===== src/design/knn_pkg.sv =====
// Shared types and constants for the 2-D k-nearest-neighbour classifier.
// Used by knn_binary_classifier_2d_unit and its testbench; depends on nothing.
package knn_pkg;

  localparam logic [1:0] CMD_APPEND   = 2'd0;
  localparam logic [1:0] CMD_CLASSIFY = 2'd1;
  localparam logic [1:0] CMD_CLEAR    = 2'd2;

  localparam int CoordW = 16;
  localparam int LabelW = 2;
  localparam int VoteW  = 5;
  localparam int MagW   = CoordW;
  localparam int SqW    = 2 * MagW;
  localparam int DistW  = SqW + 1;

  localparam logic [LabelW-1:0] LABEL_ZERO = 2'd0;
  localparam logic [LabelW-1:0] LABEL_ONE  = 2'd1;

  typedef struct packed {
    logic [1:0]               command;
    logic [LabelW-1:0]        label;
    logic signed [CoordW-1:0] coord_x;
    logic signed [CoordW-1:0] coord_y;
  } cmd_word_t;

  typedef struct packed {
    logic             predicted_class;
    logic [VoteW-1:0] votes_zero;
    logic [VoteW-1:0] votes_one;
  } res_word_t;

  typedef struct packed {
    logic [LabelW-1:0]        label;
    logic signed [CoordW-1:0] y;
    logic signed [CoordW-1:0] x;
  } point_t;

  localparam int PointW = $bits(point_t);

  typedef enum logic [3:0] {
    ST_IDLE,
    ST_NEXT,
    ST_SUBX,
    ST_MULX,
    ST_MULY,
    ST_ADD,
    ST_CHECK,
    ST_INS,
    ST_VOTE,
    ST_DONE
  } state_t;

endpackage


===== src/design/knn_binary_classifier_2d_unit.sv =====
// k-nearest-neighbour classifier over signed Q8.8 2-D points; uses knn_pkg, knn_ram.
// Append, clear and unused commands are handled in the idle state and give no result word.
// Classify scans the N stored points and then votes over the best list: each point passes once
// through the one subtract/multiply unit, then, unless a full list drops it, walks the best list
// one entry a cycle.
// One command at a time; a result word waits in the output register while the next is taken.
// Synchronous reset empties the store and sets k to 1; store contents are not cleared.
module knn_binary_classifier_2d_unit #(
  parameter int MAX_POINTS = 64,
  parameter int K_MAX      = 16
) (
  input  logic                  clk,
  input  logic                  rst,
  input  logic                  cmd_valid,
  output logic                  cmd_ready,
  input  knn_pkg::cmd_word_t    cmd_word,
  output logic                  res_valid,
  input  logic                  res_ready,
  output knn_pkg::res_word_t    res_word,
  input  logic                  cfg_wr_en,
  input  logic [4:0]            cfg_wr_data
);

  localparam int CntW  = $clog2(MAX_POINTS + 1);
  localparam int AddrW = (MAX_POINTS > 1) ? $clog2(MAX_POINTS) : 1;
  localparam int KW    = $clog2(K_MAX + 1);
  localparam int IdxW  = (K_MAX > 1) ? $clog2(K_MAX) : 1;

  knn_pkg::state_t state, state_next;

  logic [CntW-1:0]                    count;
  logic [CntW-1:0]                    pt_idx;
  logic [4:0]                         k_reg;
  logic [KW-1:0]                      keff;
  logic [KW-1:0]                      filled;
  logic [KW-1:0]                      j;
  logic [KW-1:0]                      v0;
  logic [KW-1:0]                      v1;
  logic signed [knn_pkg::CoordW-1:0]  qx;
  logic signed [knn_pkg::CoordW-1:0]  qy;
  logic [knn_pkg::MagW-1:0]           opnd;
  logic [knn_pkg::SqW-1:0]            prod;
  logic [knn_pkg::SqW-1:0]            acc;
  logic [knn_pkg::DistW-1:0]          cur_dist;

  logic [knn_pkg::DistW-1:0]          best_dist [K_MAX];
  logic [knn_pkg::LabelW-1:0]         best_lab  [K_MAX];

  logic                               accept;
  logic                               full;
  logic                               ram_we;
  logic                               ram_re;
  knn_pkg::point_t                    ram_wdata;
  logic [knn_pkg::PointW-1:0]         ram_rword;
  knn_pkg::point_t                    pt;
  logic [IdxW-1:0]                    rd_idx;
  logic                               gt;
  logic [31:0]                        k_clamp;
  logic [4:0]                         k_nz;
  logic [KW-1:0]                      last;

  function automatic logic [knn_pkg::MagW-1:0] abs_diff(
    input logic signed [knn_pkg::CoordW-1:0] a,
    input logic signed [knn_pkg::CoordW-1:0] b
  );
    logic signed [knn_pkg::CoordW:0] d;
    d = {a[knn_pkg::CoordW-1], a} - {b[knn_pkg::CoordW-1], b};
    return d[knn_pkg::CoordW] ? knn_pkg::MagW'(-d) : d[knn_pkg::MagW-1:0];
  endfunction

  assign accept = cmd_valid && cmd_ready;
  assign full   = (count == CntW'(MAX_POINTS));
  assign pt     = knn_pkg::point_t'(ram_rword);
  assign gt     = (best_dist[rd_idx] > cur_dist);
  assign last   = (filled < keff) ? filled : keff - KW'(1);

  assign ram_wdata.label = cmd_word.label;
  assign ram_wdata.x     = cmd_word.coord_x;
  assign ram_wdata.y     = cmd_word.coord_y;

  knn_ram #(
    .Width (knn_pkg::PointW),
    .Depth (MAX_POINTS)
  ) u_store (
    .clk   (clk),
    .we    (ram_we),
    .waddr (count[AddrW-1:0]),
    .wdata (ram_wdata),
    .re    (ram_re),
    .raddr (pt_idx[AddrW-1:0]),
    .rdata (ram_rword)
  );

  // effective k: zero reads as one, then saturate to the list size and the store fill
  always_comb begin
    k_nz    = (k_reg == 5'd0) ? 5'd1 : k_reg;
    k_clamp = 32'(k_nz);
    if (k_clamp > 32'(K_MAX)) begin
      k_clamp = 32'(K_MAX);
    end
    if (k_clamp > 32'(count)) begin
      k_clamp = 32'(count);
    end
  end

  always_comb begin
    state_next = state;
    unique case (state)
      knn_pkg::ST_IDLE: begin
        if (accept && cmd_word.command == knn_pkg::CMD_CLASSIFY) begin
          state_next = knn_pkg::ST_NEXT;
        end
      end
      knn_pkg::ST_NEXT: begin
        state_next = (pt_idx == count) ? knn_pkg::ST_VOTE : knn_pkg::ST_SUBX;
      end
      knn_pkg::ST_SUBX:  state_next = knn_pkg::ST_MULX;
      knn_pkg::ST_MULX:  state_next = knn_pkg::ST_MULY;
      knn_pkg::ST_MULY:  state_next = knn_pkg::ST_ADD;
      knn_pkg::ST_ADD: begin
        state_next = (filled == keff) ? knn_pkg::ST_CHECK : knn_pkg::ST_INS;
      end
      knn_pkg::ST_CHECK: begin
        state_next = gt ? knn_pkg::ST_INS : knn_pkg::ST_NEXT;
      end
      knn_pkg::ST_INS: begin
        if (!(j != '0 && gt)) begin
          state_next = knn_pkg::ST_NEXT;
        end
      end
      knn_pkg::ST_VOTE: begin
        if (j == filled) begin
          state_next = knn_pkg::ST_DONE;
        end
      end
      knn_pkg::ST_DONE: begin
        if (!res_valid || res_ready) begin
          state_next = knn_pkg::ST_IDLE;
        end
      end
      default: state_next = knn_pkg::ST_IDLE;
    endcase
  end

  always_comb begin
    cmd_ready = 1'b0;
    ram_re    = 1'b0;
    ram_we    = 1'b0;
    rd_idx    = j[IdxW-1:0];
    unique case (state)
      knn_pkg::ST_IDLE: begin
        cmd_ready = 1'b1;
        ram_we    = cmd_valid && cmd_word.command == knn_pkg::CMD_APPEND && !full;
      end
      knn_pkg::ST_NEXT: ram_re = (pt_idx != count);
      // compare against the entry just above the hole
      knn_pkg::ST_INS:  rd_idx = IdxW'(j - KW'(1));
      default: ;
    endcase
  end

  always_ff @(posedge clk) begin
    if (rst) begin
      state  <= knn_pkg::ST_IDLE;
      count  <= '0;
      k_reg  <= 5'd1;
      keff   <= '0;
      filled <= '0;
      pt_idx <= '0;
      j      <= '0;
      v0     <= '0;
      v1     <= '0;
    end else begin
      state <= state_next;
      if (cfg_wr_en) begin
        k_reg <= cfg_wr_data;
      end
      unique case (state)
        knn_pkg::ST_IDLE: begin
          if (accept) begin
            case (cmd_word.command)
              knn_pkg::CMD_APPEND: begin
                if (!full) begin
                  count <= count + CntW'(1);
                end
              end
              knn_pkg::CMD_CLEAR: count <= '0;
              knn_pkg::CMD_CLASSIFY: begin
                qx     <= cmd_word.coord_x;
                qy     <= cmd_word.coord_y;
                pt_idx <= '0;
                filled <= '0;
                keff   <= KW'(k_clamp);
              end
              default: ;
            endcase
          end
        end
        knn_pkg::ST_NEXT: begin
          if (pt_idx == count) begin
            j  <= '0;
            v0 <= '0;
            v1 <= '0;
          end
        end
        knn_pkg::ST_SUBX: opnd <= abs_diff(pt.x, qx);
        knn_pkg::ST_MULX: begin
          prod <= opnd * opnd;
          opnd <= abs_diff(pt.y, qy);
        end
        knn_pkg::ST_MULY: begin
          prod <= opnd * opnd;
          acc  <= prod;
        end
        knn_pkg::ST_ADD: begin
          cur_dist <= knn_pkg::DistW'(acc) + knn_pkg::DistW'(prod);
          j        <= last;
        end
        knn_pkg::ST_CHECK: begin
          // no closer than the worst of a full list: drop the point
          if (!gt) begin
            pt_idx <= pt_idx + CntW'(1);
          end
        end
        knn_pkg::ST_INS: begin
          if (j != '0 && gt) begin
            best_dist[j[IdxW-1:0]] <= best_dist[rd_idx];
            best_lab[j[IdxW-1:0]]  <= best_lab[rd_idx];
            j <= j - KW'(1);
          end else begin
            best_dist[j[IdxW-1:0]] <= cur_dist;
            best_lab[j[IdxW-1:0]]  <= pt.label;
            if (filled < keff) begin
              filled <= filled + KW'(1);
            end
            pt_idx <= pt_idx + CntW'(1);
          end
        end
        knn_pkg::ST_VOTE: begin
          if (j != filled) begin
            if (best_lab[rd_idx] == knn_pkg::LABEL_ZERO) begin
              v0 <= v0 + KW'(1);
            end else if (best_lab[rd_idx] == knn_pkg::LABEL_ONE) begin
              v1 <= v1 + KW'(1);
            end
            j <= j + KW'(1);
          end
        end
        default: ;
      endcase
    end
  end

  // output word register: drop when taken, load when the vote is done
  always_ff @(posedge clk) begin
    if (rst) begin
      res_valid <= 1'b0;
    end else if (state == knn_pkg::ST_DONE && (!res_valid || res_ready)) begin
      res_valid <= 1'b1;
    end else if (res_ready) begin
      res_valid <= 1'b0;
    end
  end

  always_ff @(posedge clk) begin
    if (state == knn_pkg::ST_DONE && (!res_valid || res_ready)) begin
      res_word.predicted_class <= !(v0 > v1);
      res_word.votes_zero      <= knn_pkg::VoteW'(v0);
      res_word.votes_one       <= knn_pkg::VoteW'(v1);
    end
  end

  a_res_from_done: assert property (@(posedge clk) disable iff (rst)
    $rose(res_valid) |-> $past(state) == knn_pkg::ST_DONE)
    else $error("result word raised outside the done state");

  a_filled_le_k: assert property (@(posedge clk) disable iff (rst)
    filled <= keff)
    else $error("best list holds more entries than k");

  a_votes_le_filled: assert property (@(posedge clk) disable iff (rst)
    state == knn_pkg::ST_VOTE |-> (KW + 1)'(v0) + (KW + 1)'(v1) <= (KW + 1)'(j))
    else $error("vote counters exceed entries counted");

  a_scan_in_range: assert property (@(posedge clk) disable iff (rst)
    state != knn_pkg::ST_IDLE |-> pt_idx <= count)
    else $error("scan index ran past the stored count");

  a_keff_le_count: assert property (@(posedge clk) disable iff (rst)
    state == knn_pkg::ST_ADD |-> keff != '0 && CntW'(keff) <= count)
    else $error("effective k out of range during scan");

endmodule


===== src/design/knn_ram.sv =====
// Generic simple dual-port RAM: one write port, one read port, registered read.
// Standalone; no package needed.
module knn_ram #(
  parameter int Width = 8,
  parameter int Depth = 16,
  localparam int AddrW = (Depth > 1) ? $clog2(Depth) : 1
) (
  input  logic                   clk,
  input  logic                   we,
  input  logic [AddrW-1:0]       waddr,
  input  logic [Width-1:0]       wdata,
  input  logic                   re,
  input  logic [AddrW-1:0]       raddr,
  output logic [Width-1:0]       rdata
);

  logic [Width-1:0] mem [Depth];

  always_ff @(posedge clk) begin
    if (we) begin
      mem[waddr] <= wdata;
    end
    // hold the last read word until the next read
    if (re) begin
      rdata <= mem[raddr];
    end
  end

endmodule


===== config.mk =====
export PLATFORM = sky130hd
export DESIGN_NAME = knn_binary_classifier_2d_unit
export DESIGN_NICKNAME = d
export VERILOG_FILES = /design/src/design/knn_pkg.sv /design/src/design/knn_binary_classifier_2d_unit.sv /design/src/design/knn_ram.sv
export SDC_FILE = /design/constraint.sdc
export NUM_CORES = 2
export LEC_CHECK = 0
export CORE_UTILIZATION = 26
export CTS_CLUSTER_DIAMETER = 40
export DETAILED_ROUTE_END_ITERATION = 10
export DONT_BUFFER_PORTS = 1
export PLACE_DENSITY = 0.51
export SLEW_MARGIN = 40
export SYNTH_ARGS = -nofsm -noshare
export SYNTH_HDL_FRONTEND = slang
export SYNTH_SLANG_ARGS = --single-unit
export TNS_END_PERCENT = 100

===== constraint.sdc =====
create_clock -name clk -period 10.4 [get_ports clk]
set_input_delay 0.52 -clock clk [delete_from_list [all_inputs] [get_ports clk]]
set_output_delay 0.52 -clock clk [all_outputs]
set_load 0.01 [all_outputs]

Word level (Yosys, flattened, before mapping)
Memory sizes are Yosys's and may differ from the RTL's. A register that Yosys moved wholly into a read port is not among the register bits. Index checks and enable logic that the tools add are counted.

Register bits: 205. RAM bits: 2736. Output and inout bits: 13. Memories kept: 3.

Add/sub/neg operators: 13. Multiply operators: 1. $lt $le $gt $ge: 5. Equal/unequal tests: 33. Muxes and demuxes: 56. Bitwise gates (word level): 3. Reduce and logical (&&, ||, !) cells: 36.

Memory list: u_store.mem (depth 64, bits a word 34, read ports 1, clocked after Yosys merged registers in 1, write ports 1, RTL line knn_ram.sv:17) `logic [Width-1:0] mem [Depth];`; best_dist (depth 16, bits a word 33, read ports 1, clocked after Yosys merged registers in 0, write ports 1, RTL line knn_binary_classifier_2d_unit.sv:46) `logic [knn_pkg::DistW-1:0] best_dist [K_MAX];`; best_lab (depth 16, bits a word 2, read ports 1, clocked after Yosys merged registers in 0, write ports 1, RTL line knn_binary_classifier_2d_unit.sv:47) `logic [knn_pkg::LabelW-1:0] best_lab [K_MAX];`.

Operators by type and width (number): 5-bit 2-to-1 mux (16); 4-bit case mux with 10 select lines (1); 7-bit 2-to-1 mux (5); 16-bit by 16-bit subtractor with 17-bit output (2); 32-bit by 32-bit adder with 33-bit output (1); 33-bit > comparator (1); 33-bit 2-to-1 mux (1); 16-bit by 16-bit multiplier with 32-bit output (1); 16-bit 2-to-1 mux (2); 16-bit negator (2); 16-bit case mux with 2 select lines (1); 5-bit case mux with 2 select lines (3); 2-bit != test (second input constant) (14); 4-bit 2-to-1 mux (6); 7-bit case mux with 3 select lines (1); 5-bit by 1-bit adder with 5-bit output (second input constant) (4); 5-bit case mux with 4 select lines (1); 4-bit AND reduction (5); 4-bit by 3-bit == test with 1-bit output (second input constant) (4); 1-bit 2-to-1 mux (16); 5-bit AND reduction (3); 7-bit by 1-bit adder with 7-bit output (second input constant) (2); 7-bit case mux with 2 select lines (1); 5-bit == test (2); other kinds (32) (52).

Logic depth before layout (Yosys ltp)
An unclocked memory read counts as a cell.

Depth after elaboration: 10. Mapped depth: 27. Depth with buffers taken out: 25.

Cells and area by module
From an unflattened synthesis, not the netlist that was laid out.

Cells, all modules: 6624. Area, all modules: 125277.7 um^2.

By module, submodules not included: knn_ram (times used 1, cells each 3744, area each 84114.4 um^2, seq. area each 66363.6 um^2); knn_binary_classifier_2d_unit (times used 1, cells each 2880, area each 41163.2 um^2, seq. area each 22421.5 um^2).

Worst setup path after synthesis
OpenSTA, ideal clock, no wires.

Path kind: register to register. From: register opnd[4] (netlist bit). To: register prod[31] (netlist bit), data pin. Library setup time: 0.158 ns. Arrival: 6.434 ns. Required time: 10.242 ns. Setup slack: 3.808 ns. Stages on the path, launching flop included: 24. Buffers on the path: 2. Clock period less this slack: 6.592 ns. Cells stage by stage: edfxtp_1 > clkbuf_1 > clkbuf_1 > nand2_1 > fa_1 > inv_1 > fa_1 > inv_1 > fa_1 > fa_1 > fa_1 > fa_1 > inv_1 > ha_1 > a21o_1 > a21o_1 > a21o_1 > a41oi_1 > o21ai_1 > o21ai_0 > o311ai_1 > or4_1 > a2111o_1 > o211ai_1.

Cells in the longest elaborated chain, start to end: 1.

Ends and longest elaborated chain: start, declared (RTL line knn_binary_classifier_2d_unit.sv:41) `logic [knn_pkg::MagW-1:0] opnd;`; start signal, assigned (RTL line knn_binary_classifier_2d_unit.sv:206) `knn_pkg::ST_SUBX: opnd <= abs_diff(pt.x, qx);`; start signal, assigned (RTL line knn_binary_classifier_2d_unit.sv:209) `opnd <= abs_diff(pt.y, qy);`; 16-bit by 16-bit multiplier with 32-bit output (RTL line knn_binary_classifier_2d_unit.sv:208, knn_binary_classifier_2d_unit.sv:212); end signal, assigned (RTL line knn_binary_classifier_2d_unit.sv:208) `prod <= opnd * opnd;`; end signal, assigned (RTL line knn_binary_classifier_2d_unit.sv:212) `prod <= opnd * opnd;`; end, declared (RTL line knn_binary_classifier_2d_unit.sv:42) `logic [knn_pkg::SqW-1:0] prod;`.

No other way between the ends. A chain may end at the register's enable or synchronous reset.

Worst setup path after layout
From: register state[3]. To: memory best_dist[5][30] (netlist bit), data pin.

Cells in the longest elaborated chain, start to end: 10.

Ends and longest elaborated chain: start, declared (RTL line knn_binary_classifier_2d_unit.sv:29) `knn_pkg::state_t state, state_next;`; start signal, assigned (RTL line knn_binary_classifier_2d_unit.sv:164) `state <= knn_pkg::ST_IDLE;`; start signal, assigned (RTL line knn_binary_classifier_2d_unit.sv:174) `state <= state_next;`; 4-bit by 3-bit == test with 1-bit output (*) (RTL line knn_binary_classifier_2d_unit.sv:150, knn_binary_classifier_2d_unit.sv:178); 4-bit 2-to-1 mux (RTL line knn_binary_classifier_2d_unit.sv:150) `unique case (state)`; memory read 16 x 33 bit; 33-bit > comparator (RTL line knn_binary_classifier_2d_unit.sv:74) `assign gt = (best_dist[rd_idx] > cur_dist);`; 1-bit logical AND (RTL line knn_binary_classifier_2d_unit.sv:226) `if (j != '0 && gt) begin`; 1-bit 2-to-1 mux (RTL line knn_binary_classifier_2d_unit.sv:226); 1-bit 2-to-1 mux (RTL line knn_binary_classifier_2d_unit.sv:178) `unique case (state)`; 1-bit 2-to-1 mux (RTL line knn_binary_classifier_2d_unit.sv:163) `if (rst) begin`; 1-bit 2-to-1 mux (not written as such) (RTL line knn_binary_classifier_2d_unit.sv:231) `best_dist[j[IdxW-1:0]] <= cur_dist;`; 33-bit 2-to-1 mux (no source line) (*); end, declared (RTL line knn_binary_classifier_2d_unit.sv:46).

Mark *: on every way between the ends. The rest lies on a longest branch, timed or not.

==> reports/results.ini <==
[synth]
synth_ff_type=edfxtp_1
synthSimpleGateAreaFrac_pct=2.540
synth-edff-count=2924
synth_fa_ha_area_share_pct=4.900
synth-seq-cells=2973
synth_top_family_by_area=multiplexers
async_flop_share_pct=0
synth.area.mux_share_pct=16.57
syn_nets=6469
avgSynthCellArea_um2=20.63
synth_cell_type_count=88
synth_xor_xnor_area_share_pct=0.9912
yosysWarnings=0
ys_seq_area_share_pct=71.34
syn_area_mm2=0.1245
syn_inst=6034
synth_compound_area_share_pct=1.800

[clock_network]
cts_tree=done
clkSinkCount=2973
cts.path.max_buffers=4
numCtsBuffers=390
postCtsSetupBuffers=0
clkLatencyLatePin_ps=1000
clockRootBuffer=clkbuf_16
clk_pin_slew_worst_paths_ps=50
htree_levels=5

[drt]
via_count=60250
ant_nets=1
drc=0
drtIter0Drc=5122
finalWirelength_um=319400
routed_via_density=4.592
dr.pass1.iters=8
wl_per_cell_um=24.34

[floorplanning]
rows=253
start_util_pct=26.16
dieHeight_um=693.9
io_pins=59
core_mm2=0.4758
die_area_mm2=0.4815
die_width_um=693.9

[sta]
final-setup-viol-count=0
tns_ps=0
max_freq_mhz=124.3
fin_crit_sh_pct=77.33
relSlewSlack_pct=37.09
tightest_slew_ps=943.6
final_max_slew_viol_count=0
finalHoldViolCount=0
finClkSkew_ps=134.1
rsz0062_at_grt=false
min_period_ps=8042

[global_routing]
antenna_found_initial=23
grt_max_degree=119
overflow=0
track_usage_pct=12.96
grt_pass1_wl_um=457300
grt_pass1_vias=63510

[worst_hold_path]
hp-start=rst
hold_path_class=input port to flop

[outcome]
status=finished, violations left
violations=antenna rules

[final_layout]
fill_cells=45400
drive_gt1_share_pct=28.24
syn_to_final_growth_pct=19.45
regMostFlops=u_store.mem
largest_register_ffs=2176
fin_util_pct=31.25
stdcell_area_mm2=0.1487
finalNonFillerCells=13120
nNetsFinal=6841

[worst_setup_path]
crit_required_ps=11030
crit_type=flop to flop
end_kind=flop
crit_arrival_ps=8680
startpoint=state[3]
crit_path_top_delay_cell=nor4_1
path_max_fanout=23
cp_num_buf_inv=4
crit_path_max_incr_delay_ps=730
cpLargestDelayFamily=simple AND/OR/NAND/NOR gates
cp_cell_sequence=and2b_1 > nand3_1 > inv_1 > ha_4 > buf_12 > buf_4 > mux4_2 > mux4_2 > ha_1 > nand3_1 > nor4_1 > nand2_1 > nor4_1 > a2111oi_1 > a22o_1 > or2_1 > nand3_4 > buf_12 > mux2_2
reg2reg_from=state[3]
cp-start-kind=flop

[placed_design]
dpl-instance-area_mm2=0.1336
dpl.cell_count=12300
place_congestion=0.7732
numPortBuffers=0
dp_hpwl_um=182400

[pwr]
total_power_w=0.02788
p_leak_nw=46.99
powerDensity_mw_per_mm2=187.5
max-vdd-ir-drop_v=0.0001965

[flow_run]
cap_viol_max_count=0

-- synth_stat cells (28+ instances only) --
| cell type | instances | area (µm²) |
|---|---|---|
| buf_1 | 72 | 270.3 |
| dfxtp_1 | 49 | 980.9 |
| mux2_2 | 37 | 416.7 |
| nand3_1 | 48 | 240.2 |
| nor2_1 | 208 | 780.8 |
| edfxtp_1 | 2924 | 87800 |
| nor3_1 | 34 | 170.2 |
| nor2b_1 | 28 | 175.2 |
| inv_1 | 348 | 1306 |
| ha_1 | 225 | 2815 |
| xor2_1 | 45 | 394.1 |
| fa_1 | 164 | 3283 |
| a21oi_1 | 93 | 465.5 |
| and2_1 | 53 | 331.6 |
| xnor2_1 | 94 | 823.3 |
| nand2_1 | 152 | 570.6 |
| clkbuf_1 | 165 | 619.3 |
| a21o_1 | 39 | 292.8 |
| o21ai_0 | 50 | 250.2 |
| mux4_2 | 889 | 20020 |
-- cells in the final DEF, fill, tap and decap left out, types with 45 or more instances in the layout --
cell type / netlist / layout
and2_1: 53 / 52
a21oi_1: 93 / 92
mux4_2: 889 / 889
clkbuf_16: 0 / 395
buf_4: 0 / 109
dlygate4sd3_1: 0 / 49
fa_1: 164 / 164
xnor2_1: 94 / 93
edfxtp_1: 2924 / 2924
nand2_1: 152 / 150
inv_1: 348 / 347
o21ai_0: 50 / 50
ha_1: 225 / 224
nor2_1: 208 / 128
xor2_1: 45 / 45
nor2_4: 0 / 79
clkinvlp_4: 0 / 46
-- final cells by class --
cell class	count	area (µm²)	area share, %
well taps	6375	7976	5.365
multi-input cells	2454	34120	22.95
diodes	17	42.54	0.02861
clock inverters	282	3309	2.226
inverters	349	1310	0.8812
clock buffers	433	10040	6.751
flip-flops and latches	2973	88800	59.73
repair buffers	238	3070	2.065
-- stage by stage --
stage,worst slack [ps],hold slack [ps]
global route,1978,8.737
CTS,2302,0.8883
finish,2358,65.31
floorplan,3808,408.2
global placement,1886,426.4
detailed placement,2252,424.0
-- where the power goes --
part | internal (W) | switching, W
clock network | 0.00816 | 0.00544
logic | 0.000395 | 0.000651
registers | 0.0132 | 0.0000402
total | 0.0218 | 0.00613
-- repair_timing --
item	in CTS	in global routing
gates resized for setup	0	0
hold buffers	84	0
hold endpoints to repair	2247	0
-- layer usage --
| metal | vias to the layer above | track usage, % | wire length [µm] |
|---|---|---|---|
| met5 | - | 0 | 127 |
| met1 | 32680 | 17.41 | 138400 |
| li1 | 25450 | - | - |
| met2 | 1627 | 22.00 | 157700 |
| met3 | 471 | 2.128 | 16640 |
| met4 | 18 | 2.868 | 6538 |
-- worst paths after layout --
kind / end / slack, ps / cells past startpoint
min: opnd[9] / 70 / 2
min reg2reg: res_word[4] / 440 / 0
max: best_dist[5][30] / 2360 / 19
max reg2reg: best_dist[5][30] / 2360 / 19
-- cells by family (layout without fill, tap and decap cells) --
| group | count (synthesis) | in the layout |
|---|---|---|
| AO/OA/AOI/OAI | 330 | 330 |
| XOR/XNOR | 140 | 140 |
| adder cells (fa/ha/maj) | 389 | 389 |
| buffers and inverters | 607 | 1302 |
| flip-flops | 2973 | 2973 |
| multiplexers | 945 | 945 |
| other | 0 | 17 |
| AND/OR/NAND/NOR | 650 | 650 |
-- worst register-to-register path, cell delays in order (launching register included) --
cell and delay, ps:
dfxtp_1 660, and2b_1 300, nand3_1 370, inv_1 350, ha_4 450, buf_12 240, buf_4 350, mux4_2 540
mux4_2 510, ha_1 290, nand3_1 200, nor4_1 730, nand2_1 280, nor4_1 430, a2111oi_1 190, a22o_1 420
or2_1 340, nand3_4 370, buf_12 260, mux2_2 510
Note: power is estimated with default switching activity, not from simulation.
